File: src/sv/rfte_pkg.sv
`timescale 1ns / 1ps
package rfte_pkg;

  localparam int TABLE_SLOTS = 6;
  localparam int ID_W        = 6;
  localparam int RING_SIZE   = 2 ** ID_W;
  localparam int SLOT_W      = 3;
  localparam int IP_W        = 32;
  localparam int PORT_W      = 16;
  localparam int TTL_W       = 9;
  localparam int OP_W        = 3;
  localparam int ADDR_W      = IP_W + PORT_W;
  localparam int CFG_IDX_W   = 2;
  localparam int CFG_DATA_W  = 32;

  typedef enum logic [OP_W-1:0] {
    OP_LOAD   = 3'd0,
    OP_LOOKUP = 3'd1,
    OP_JOIN   = 3'd2,
    OP_LEAVE  = 3'd3,
    OP_ROUTE  = 3'd4
  } op_t;

  localparam logic [CFG_IDX_W-1:0] CFG_LOCAL_ID   = 2'd0;
  localparam logic [CFG_IDX_W-1:0] CFG_LOCAL_IP   = 2'd1;
  localparam logic [CFG_IDX_W-1:0] CFG_LOCAL_PORT = 2'd2;

  // Input item payload, last field in the low bits (72 bits, no padding).
  typedef struct packed {
    logic [SLOT_W-1:0]       slot;
    logic signed [TTL_W-1:0] ttl;
    logic [PORT_W-1:0]       node_port;
    logic [IP_W-1:0]         node_ip;
    logic [ID_W-1:0]         other_id;
    logic [ID_W-1:0]         key_id;
  } in_item_t;

  // Result payload, padded to 64 bits.
  typedef struct packed {
    logic [6:0]        pad;
    logic [SLOT_W-1:0] result_slot;
    logic [PORT_W-1:0] result_port;
    logic [IP_W-1:0]   result_ip;
    logic [ID_W-1:0]   result_id;
  } out_item_t;

  localparam int IN_TDATA_W  = $bits(in_item_t);
  localparam int OUT_TDATA_W = $bits(out_item_t);

  typedef struct packed {
    logic              capture;
    logic              step;
    logic              emit;
    logic [SLOT_W-1:0] cnt;
  } dp_cmd_t;

  typedef struct packed {
    logic scan_done;
  } dp_stat_t;

  // Ring interval test; wraps when lo is not below hi.
  function automatic logic ring_within(input logic [ID_W-1:0] id,
                                       input logic [ID_W-1:0] lo,
                                       input logic [ID_W-1:0] hi,
                                       input logic            lo_open,
                                       input logic            hi_open);
    logic above;
    logic below;
    above = lo_open ? (id > lo) : (id >= lo);
    below = hi_open ? (id < hi) : (id <= hi);
    return (lo < hi) ? (above && below) : (above || below);
  endfunction

endpackage

File: src/sv/rfte_dpath.sv
`timescale 1ns / 1ps
module rfte_dpath (
  input  logic                           clk,
  input  logic                           rst_n,
  input  rfte_pkg::dp_cmd_t              cmd,
  output rfte_pkg::dp_stat_t             stat,
  input  logic [rfte_pkg::IN_TDATA_W-1:0] in_tdata,
  input  logic [rfte_pkg::OP_W-1:0]      in_tuser,
  output logic [rfte_pkg::OUT_TDATA_W-1:0] out_tdata,
  output logic                           out_tuser,
  input  logic                           cfg_we,
  input  logic [rfte_pkg::CFG_IDX_W-1:0] cfg_index,
  input  logic [rfte_pkg::CFG_DATA_W-1:0] cfg_data
);
  import rfte_pkg::*;

  logic [ID_W-1:0]   local_id_r;
  logic [IP_W-1:0]   local_ip_r;
  logic [PORT_W-1:0] local_port_r;

  logic [ID_W-1:0]   finger_node_r [TABLE_SLOTS];
  logic [ADDR_W-1:0] finger_addr_r [TABLE_SLOTS];

  logic [OP_W-1:0]   op_r;
  logic [ID_W-1:0]   key_r;
  logic [ID_W-1:0]   other_r;
  logic [ADDR_W-1:0] addr_r;
  logic              ttl_neg_r;
  logic [SLOT_W-1:0] slot_r;

  logic              res_found_r;
  logic [ID_W-1:0]   res_id_r;
  logic [ADDR_W-1:0] res_addr_r;
  logic [SLOT_W-1:0] res_slot_r;

  logic              out_found_r;
  logic [ID_W-1:0]   out_id_r;
  logic [ADDR_W-1:0] out_addr_r;
  logic [SLOT_W-1:0] out_slot_r;

  in_item_t          item;
  logic [SLOT_W-1:0] cur;
  logic [SLOT_W-1:0] wr_idx;
  logic [ID_W-1:0]   cur_node;
  logic [ADDR_W-1:0] cur_addr;
  logic [ID_W-1:0]   pow;
  logic [ID_W-1:0]   route_lo;
  logic [ID_W-1:0]   route_hi;
  logic [ID_W-1:0]   join_lo;
  logic [ID_W-1:0]   d_new;
  logic [ID_W-1:0]   d_cur;
  logic              hit;
  logic              wr;
  logic              not_self;
  out_item_t         res_out;

  assign item = in_item_t'(in_tdata);

  // Lookup walks from the top slot down, everything else from slot 0 up.
  assign cur      = (op_r == OP_LOOKUP) ? (SLOT_W'(TABLE_SLOTS - 1) - cmd.cnt) : cmd.cnt;
  assign cur_node = finger_node_r[cur];
  assign cur_addr = finger_addr_r[cur];
  assign pow      = ID_W'(1) << cur;
  assign route_lo = local_id_r + ID_W'(1);
  assign route_hi = route_lo + pow;
  assign join_lo  = local_id_r + pow;
  assign d_new    = key_r - join_lo;
  assign d_cur    = cur_node - join_lo;
  assign not_self = (key_r != local_id_r);

  always_comb begin
    hit    = 1'b0;
    wr     = 1'b0;
    wr_idx = cur;
    case (op_r)
      OP_LOAD: begin
        wr     = (int'(slot_r) < TABLE_SLOTS);
        wr_idx = slot_r;
      end
      OP_LOOKUP: hit = ring_within(cur_node, local_id_r, key_r, 1'b1, 1'b1);
      OP_JOIN:   wr  = not_self && (d_new < d_cur);
      OP_LEAVE:  wr  = not_self && !ttl_neg_r && (cur_node == key_r);
      OP_ROUTE:  hit = !ttl_neg_r && ring_within(key_r, route_lo, route_hi, 1'b0, 1'b1);
      default: ;
    endcase
  end

  always_comb begin
    case (op_r)
      OP_LOOKUP, OP_JOIN, OP_LEAVE, OP_ROUTE:
        stat.scan_done = hit || (cmd.cnt == SLOT_W'(TABLE_SLOTS - 1));
      default:
        stat.scan_done = 1'b1;
    endcase
  end

  always_ff @(posedge clk) begin
    if (!rst_n) begin
      local_id_r   <= '0;
      local_ip_r   <= '0;
      local_port_r <= '0;
      for (int i = 0; i < TABLE_SLOTS; i++) begin
        finger_node_r[SLOT_W'(i)] <= '0;
        finger_addr_r[SLOT_W'(i)] <= '0;
      end
    end else begin
      if (cfg_we) begin
        case (cfg_index)
          CFG_LOCAL_ID:   local_id_r   <= cfg_data[ID_W-1:0];
          CFG_LOCAL_IP:   local_ip_r   <= cfg_data[IP_W-1:0];
          CFG_LOCAL_PORT: local_port_r <= cfg_data[PORT_W-1:0];
          default: ;
        endcase
      end
      if (cmd.step && wr) begin
        finger_node_r[wr_idx] <= (op_r == OP_JOIN) ? key_r : other_r;
        finger_addr_r[wr_idx] <= addr_r;
      end
    end
  end

  always_ff @(posedge clk) begin
    if (cmd.capture) begin
      op_r      <= in_tuser;
      key_r     <= item.key_id;
      other_r   <= item.other_id;
      addr_r    <= {item.node_ip, item.node_port};
      ttl_neg_r <= item.ttl[TTL_W-1];
      slot_r    <= item.slot;
      res_found_r <= 1'b0;
      res_slot_r  <= '0;
      if (in_tuser == OP_LOOKUP) begin
        res_id_r   <= local_id_r;
        res_addr_r <= {local_ip_r, local_port_r};
      end else begin
        res_id_r   <= '0;
        res_addr_r <= '0;
      end
    end else if (cmd.step && hit) begin
      res_found_r <= 1'b1;
      res_id_r    <= cur_node;
      res_addr_r  <= cur_addr;
      res_slot_r  <= cur;
    end
    if (cmd.emit) begin
      out_found_r <= res_found_r;
      out_id_r    <= res_id_r;
      out_addr_r  <= res_addr_r;
      out_slot_r  <= res_slot_r;
    end
  end

  always_comb begin
    res_out.pad         = '0;
    res_out.result_slot = out_slot_r;
    res_out.result_port = out_addr_r[PORT_W-1:0];
    res_out.result_ip   = out_addr_r[ADDR_W-1:PORT_W];
    res_out.result_id   = out_id_r;
  end

  assign out_tdata = res_out;
  assign out_tuser = out_found_r;

endmodule

File: src/sv/rfte_ctrl.sv
`timescale 1ns / 1ps
module rfte_ctrl (
  input  logic               clk,
  input  logic               rst_n,
  input  logic               in_tvalid,
  output logic               in_tready,
  output logic               out_tvalid,
  input  logic               out_tready,
  output rfte_pkg::dp_cmd_t  cmd,
  input  rfte_pkg::dp_stat_t stat
);
  import rfte_pkg::*;

  typedef enum logic [2:0] {
    S_IDLE = 3'b001,
    S_SCAN = 3'b010,
    S_DONE = 3'b100
  } state_t;

  state_t            state_r, state_nxt;
  logic [SLOT_W-1:0] cnt_r, cnt_nxt;
  logic              out_valid_r, out_valid_nxt;
  logic              out_free;

  assign in_tready  = (state_r == S_IDLE);
  assign out_tvalid = out_valid_r;
  assign out_free   = !out_valid_r || out_tready;

  always_comb begin
    state_nxt   = state_r;
    cnt_nxt     = cnt_r;
    cmd.capture = 1'b0;
    cmd.step    = 1'b0;
    cmd.emit    = 1'b0;
    cmd.cnt     = cnt_r;
    case (state_r)
      S_IDLE: begin
        cnt_nxt = '0;
        if (in_tvalid) begin
          cmd.capture = 1'b1;
          state_nxt   = S_SCAN;
        end
      end
      S_SCAN: begin
        cmd.step = 1'b1;
        if (stat.scan_done) begin
          state_nxt = S_DONE;
          cnt_nxt   = '0;
        end else begin
          cnt_nxt = cnt_r + SLOT_W'(1);
        end
      end
      S_DONE: begin
        // hold the finished item until the output register is free
        if (out_free) begin
          cmd.emit  = 1'b1;
          state_nxt = S_IDLE;
        end
      end
      default: state_nxt = S_IDLE;
    endcase
  end

  always_comb begin
    if (cmd.emit) begin
      out_valid_nxt = 1'b1;
    end else if (out_tready) begin
      out_valid_nxt = 1'b0;
    end else begin
      out_valid_nxt = out_valid_r;
    end
  end

  always_ff @(posedge clk) begin
    if (!rst_n) begin
      state_r     <= S_IDLE;
      cnt_r       <= '0;
      out_valid_r <= 1'b0;
    end else begin
      state_r     <= state_nxt;
      cnt_r       <= cnt_nxt;
      out_valid_r <= out_valid_nxt;
    end
  end

endmodule

File: src/sv/ring_finger_table_engine.sv
`timescale 1ns / 1ps
// Finger table engine for a 64-position identifier ring with six finger slots.
// Every item (load, closest-preceding lookup, join, leave, route) yields one
// result item. The engine handles one item at a time: it takes the item, the
// scan unit visits finger slots in turn (1 for load and unused codes, up to
// 6 otherwise, stopping early on a lookup or route hit), and the result then
// moves into the output register once that register is free. A new item is
// taken while the previous result still waits in the output register.
// Configuration writes are always accepted and must only be issued while no
// item is in flight.
module ring_finger_table_engine (
  input  logic                              clk,
  input  logic                              rst_n,
  // key_id[5:0], other_id[11:6], node_ip[43:12], node_port[59:44],
  // ttl[68:60], slot[71:69]
  input  logic [rfte_pkg::IN_TDATA_W-1:0]   in_tdata,
  // op[2:0]
  input  logic [rfte_pkg::OP_W-1:0]         in_tuser,
  input  logic                              in_tvalid,
  output logic                              in_tready,
  // result_id[5:0], result_ip[37:6], result_port[53:38], result_slot[56:54],
  // zero[63:57]
  output logic [rfte_pkg::OUT_TDATA_W-1:0]  out_tdata,
  // found[0]
  output logic                              out_tuser,
  output logic                              out_tvalid,
  input  logic                              out_tready,
  input  logic                              cfg_valid,
  output logic                              cfg_ready,
  input  logic [rfte_pkg::CFG_IDX_W-1:0]    cfg_index,
  input  logic [rfte_pkg::CFG_DATA_W-1:0]   cfg_data
);
  import rfte_pkg::*;

  dp_cmd_t  cmd;
  dp_stat_t stat;

  assign cfg_ready = 1'b1;

  rfte_ctrl u_ctrl (
    .clk        (clk),
    .rst_n      (rst_n),
    .in_tvalid  (in_tvalid),
    .in_tready  (in_tready),
    .out_tvalid (out_tvalid),
    .out_tready (out_tready),
    .cmd        (cmd),
    .stat       (stat)
  );

  rfte_dpath u_dpath (
    .clk       (clk),
    .rst_n     (rst_n),
    .cmd       (cmd),
    .stat      (stat),
    .in_tdata  (in_tdata),
    .in_tuser  (in_tuser),
    .out_tdata (out_tdata),
    .out_tuser (out_tuser),
    .cfg_we    (cfg_valid && cfg_ready),
    .cfg_index (cfg_index),
    .cfg_data  (cfg_data)
  );

endmodule

File: config.mk
export PLATFORM = sky130hd
export DESIGN_NAME = ring_finger_table_engine
export DESIGN_NICKNAME = d
export VERILOG_FILES = /design/src/sv/rfte_pkg.sv /design/src/sv/rfte_dpath.sv /design/src/sv/rfte_ctrl.sv /design/src/sv/ring_finger_table_engine.sv
export SDC_FILE = /design/constraint.sdc
export NUM_CORES = 1
export LEC_CHECK = 0
export BUFFER_PORTS_ARGS = -buffer_cell sky130_fd_sc_hd__buf_2
export CAP_MARGIN = 20
export CORE_MARGIN = 5
export CORE_UTILIZATION = 61
export DETAILED_ROUTE_END_ITERATION = 6
export PLACE_DENSITY_LB_ADDON = 0.08
export SETUP_SLACK_MARGIN = 0.1
export SYNTH_ARGS = -nofsm -noshare
export SYNTH_HDL_FRONTEND = slang
export SYNTH_SLANG_ARGS = --single-unit
File: constraint.sdc
create_clock -name clk -period 28.6 [get_ports clk]
set_input_delay 5.72 -clock clk [delete_from_list [all_inputs] [get_ports clk]]
set_output_delay 5.72 -clock clk [all_outputs]
set_load 0.02 [all_outputs]
* Word-level counts from Yosys, hierarchy flattened *
Memory sizes are Yosys's and may differ from the RTL's.
Index checks and enable logic that the tools add are counted.

storage, ports and cells
  bits in writable memories = 324
  bits of input ports = 114
  memories kept = 2
  flip-flop bits (word level) = 244
  output and inout bits = 68
  word-level logic and storage cells = 117

cells by class
  reduce and logical (&&, ||, !) cells = 26
  add/sub/neg operators = 7
  order comparisons = 8
  multiplexer cells = 37
  shift operators = 1
  equal/unequal tests = 16

memory list
  name                   words  width  rd ports  clocked after memory_dff  wr ports  line              source
  u_dpath.finger_addr_r  6      48     1         0                         6         rfte_dpath.sv:22  logic [ADDR_W-1:0] finger_addr_r [TABLE_SLOTS];
  u_dpath.finger_node_r  6      6      1         0                         6         rfte_dpath.sv:21  logic [ID_W-1:0] finger_node_r [TABLE_SLOTS];

operators by type and width
  cell                 number
  $mux 48              4
  $reduce_or 48->1     1
  $lt 6x6->1           5
  $mux 6               5
  $mux 3               8
  $mux 1               16
  $add 6x6->6          2
  $sub 6x6->6          2
  $eq 3x1->1 const B   3
  $eq 3x2->1 const B   3
  $eq 3x3->1 const B   3
  $pmux 3 s3           1
  $logic_and 1x1->1    8
  $add 6x1->6 const B  1
  $eq 6x6->1           1
  $ge 6x6->1           1
  $gt 6x6->1           1
  $ne 6x6->1           1
  $pmux 3 s2           1
  $reduce_and 2->1     3
  $reduce_bool 2->1    3
  $reduce_or 6->1      1
  $shl 1x3->6 const A  1
  $logic_or 1x1->1     4
  14 further kinds     16

* Logic depth before layout (Yosys ltp) *
  depth after elaboration = 14
  gate-level depth with buffers = 27
  mapped depth without buffers = 20

* Modules after synthesis *
Synthesis repeated with hierarchy kept, for this count alone.

unflattened totals
  cells, all modules = 2074
  area total of the unflattened synthesis = 29582.1 µm²

modules (own cells, without submodules)
  module                    cells an instance  area an instance (µm²)  instances
  rfte_dpath                2029               29148.0                 1
  rfte_ctrl                 43                 422.9                   1
  ring_finger_table_engine  2                  11.3                    1

* Least setup slack after synthesis *
Ideal clock, no wire load.

  path kind = register to register
  start point = reg u_ctrl.cnt_r[1]
  end point = mem u_dpath.finger_addr_r[5][0] in the netlist's numbering (enable)
  buffers on the path = 5
  stages on the path, launching flop included = 25
  arrival = 9.557 ns
  setup slack = 18.503 ns
  setup time = 0.540 ns
  path through = dfxtp_1 -> buf_2 -> inv_2 -> buf_1 -> ha_1 -> mux2_2 -> buf_2 -> buf_1 -> buf_2 -> nor3_1 -> ha_1 -> ha_1 -> inv_1 -> ha_1 -> nor2b_1 -> o21ai_0 -> nand2b_1 -> maj3_2 -> maj3_2 -> xnor2_1 -> ha_1 -> or4_1 -> o21ai_1 -> nand3_1 -> o21ai_0

RTL lines
  element                 line              source
  from (decl)             rfte_ctrl.sv:21   logic [SLOT_W-1:0] cnt_r, cnt_nxt;
  from (signal assigned)  rfte_ctrl.sv:81   cnt_r <= cnt_nxt;
  to (decl)               rfte_dpath.sv:22

==> metrics.md <==
| Metric | Value |
|---|---|
| Status | finished, final reports clean |
| Avg WL per Cell | 24.8 µm |
| Fin nets | 2,255 |
| TritonRoute pass-1 iters | 6 |
| CP max stage cell | clkinv_2 |
| Area after DPL | a little under 30,000 µm² |
| Area contributors post-synth | edfxtp_1, mux4_2, nor2_1 |
| Clock root buffer | clkbuf_16 |
| Initial DRC count | 1,759 |
| CTS H-Tree Depth | 3 |
| #FFs+latches synth | roughly 680 |
| PD cells | 66.6 nW/µm² |
| Hold WS | 414 ps |
| DR vias | 16,699 |
| Non-Filler Instances | between 2,000 and 3,000 |
| Vias in the first global route | between 15,000 and 20,000 |
| Diodes inserted | 0 |
| Fin Setup TNS | 0 ps |
| Crit path launch type | register |
| Hold_buf cts | 0 |
| Clock sink count | 676 |
| Synthesized area | 28,300 µm² |
| Post-synth EDFFs | just over 600 |
| Unrepaired setup endpoints after global routing | false |
| Max Buffers Root-to-Sink | 3 |
| Fmax | around 0.096 GHz |
| Clk_skew | 28.7 ps |
| CTS Buf Count | 67 |
| Die width | about 230 µm |
| Starting Density | 0.612 |
| Max-slew headroom | 0.293 |
| Post-CTS Setup Inserts | 0 |
| Final Hold Fails | 0 |
| Initial antenna violation count | 0 |
| I/O Pins | about 180 |
| Inst Count DP | 2,616 |
| HPWL Detailed | between 30,000 and 40,000 µm |
| Fin crit period | 10,460 ps |
| Async S/R FF share, synth | 0 |
| Commonest non-fill, non-tap cells in the layout | edfxtp_1, nor2_1, nand2_1, buf_2, mux4_2 |
| Ys Warns | 0 |
| Worst setup margin | 18,140 ps |
| Clk Latency, worst-skew pair | between 600 and 700 ps |
| Fillers | 3,205 |
| CP endpoint kind | register |
| Std cell rows | 79 |
| Placeable Area | about 46,000 µm² |
| Placer Congestion | 0.838 |
| DR DRC count | 0 |
| Fraction of layout cells with a size suffix above 1 | 0.203 |
| Largest net degree at the start of global routing | 76 |
| Most used cell, CP | ha_1 |
| CP cell instances | clkinv_2 -> ha_1 -> mux2_4 -> buf_4 -> nor3_1 -> ha_1 -> ha_1 -> a21o_1 -> xnor2_1 -> ha_1 -> o21ai_0 -> nand2b_1 -> maj3_2 -> maj3_2 -> xnor2_1 -> ha_1 -> or4_1 -> o21ai_1 -> nand3b_1 -> buf_4 -> nand2_2 -> buf_4 |
| First-pass GRT wire length | a little over 100,000 µm |
| Sequential area share after synthesis | 0.694 |
| Final setup viols | 0 |
| Hold WC Path Type | register to register |
| Max incr delay on CP | about 940 ps |
| All-Layer GR Usage | 0.271 |
| Post-route clock period utilization | 0.366 |
| Max-cap violation count | 0 |
| Final Max Tran Viols | 0 |
| Yosys cell types | 64 |
| Post-synth top area cell | edfxtp_1 |
| Worst-path clk slew | 60 ps |
| Synth Instances | 1,920 |
| Worst vdd ir | 0.0000607 V |
| Critical Path RT | 28,820 ps |
| Design area | about 32,000 µm² |
| Area grow syn2layout | 12.7% |
| Kind of critical path | register to register |
| Dpl ws | 18,240 ps |
| Commonest non-fill, non-tap cell in the layout | edfxtp_1 |
| PostCTS Resize Cnt | 0 |
| Worst-Margin Slew | between 1000 and 1500 ps |
| Routed Antenna Nets | 0 |
| GRT overflow | 0 |
| Via-per-instance ratio | just over 6 |
| Static leakage | around 12 nW |
| # port buffers | 165 |
| Die area | between 50,000 and 60,000 µm² |
| Critical Path AT | 10,670 ps |
| Die Height | between 200 and 250 µm |
| CP max FO | 55 |
| CTS tree | yes |
| Drt total wl | 68,100 µm |
| Synth top area share | 0.648 |
| Synth Flop Type | edfxtp_1 |
| Syn_area_per_cell | 14.8 µm² |
[synth_stat cells, types with 3 or more instances]
master	count
xor2_1	4
inv_1	32
edfxtp_1	611
buf_2	18
dfxtp_1	65
o211ai_1	3
xnor2_1	26
buf_1	7
nor2_1	349
o21ai_1	40
clkbuf_1	74
a211oi_1	3
a21oi_1	23
buf_4	8
o21a_1	5
maj3_2	3
nand2_1	223
nor2b_1	16
o21ai_0	27
nand3_1	6
nand2b_1	7
nor3b_1	7
nor3_1	7
nor4b_1	4
a21boi_0	51
nand3b_1	5
a21o_1	10
mux4_2	105
mux2_2	9
ha_1	60
mux2i_1	66
nand4_1	4
[kinds of logic after synthesis]
kind of cell | Yosys count | synth area share
other | 2 | 0.000265
and+or+nand+nor | 637 | 0.0916
adders and majority gates | 66 | 0.0295
xor gates and xnor gates | 32 | 0.0104
AOI/OAI and AO/OA | 185 | 0.0430
buffers and inverters | 142 | 0.0212
DFF | 676 | 0.694
muxes | 180 | 0.110
[sequential cells by signal (all words and copies together), names as in the netlist, 6 cells and up]
name / cells
u_dpath.finger_addr_r: 384
u_dpath.addr_r: 48
u_dpath.finger_node_r: 48
u_dpath.out_addr_r: 48
u_dpath.res_addr_r: 48
u_dpath.local_ip_r: 32
u_dpath.local_port_r: 16
u_dpath.key_r: 6
u_dpath.local_id_r: 6
u_dpath.other_r: 6
u_dpath.out_id_r: 6
u_dpath.res_id_r: 6
[worst paths after layout]
path	from	endpoint	slack, ps	cells after the start
worst max-delay path	u_ctrl.cnt_r[1]$_SDFFE_PN0N_	u_dpath.finger_addr_r[3][35]$_SDFFCE_PN0P_	18140	22
worst min-delay path	u_dpath.res_addr_r[3]$_DFFE_PP_	u_dpath.out_addr_r[3]$_DFFE_PP_	410	0
worst max register to register	u_ctrl.cnt_r[1]$_SDFFE_PN0N_	u_dpath.finger_addr_r[3][35]$_SDFFCE_PN0P_	18140	22
worst min register to register	u_dpath.res_addr_r[3]$_DFFE_PP_	u_dpath.out_addr_r[3]$_DFFE_PP_	410	0
[stage by stage]
stage / utilization / power, mW
after floorplan: - / 1.24
after global placement: 0.643 / 1.29
after detailed placement: 0.643 / 1.29
after CTS: 0.690 / 2.14
after global routing: 0.690 / 2.20
final: 0.690 / 2.13
[power by group]
part,leakage (nW),switching [mW],internal [mW]
clock network,1.06,0.360,0.496
logic,4.10,0.0904,0.0553
registers,6.83,0.0137,1.11
[final cells by class]
cell class	instances	area, µm²	area share
clock buffer	102	1970	0.0617
clock inverter	21	185	0.00580
inverter	33	128	0.00400
multi-input combinational	1108	8180	0.256
sequential	676	19600	0.615
tap	607	759	0.0238
timing repair buffer	193	1050	0.0329
[worst max-delay path, delay by kind of cell, from the launching register on]
kind,cells,cell delay [ps]
multiplexers,1,760
buffers and inverters,4,2870
flip-flops,1,800
XOR/XNOR,2,390
AND/OR/NAND/NOR,5,1710
adder cells (fa/ha/maj),7,2410
AO/OA/AOI/OAI,3,970
[routing by layer]
layer  track usage  share of wire
met3        0.0512          0.085
met1         0.378           0.39
met4        0.0660          0.024
met5             0              0
met2         0.451           0.50
(Power assumes the default switching activity.)
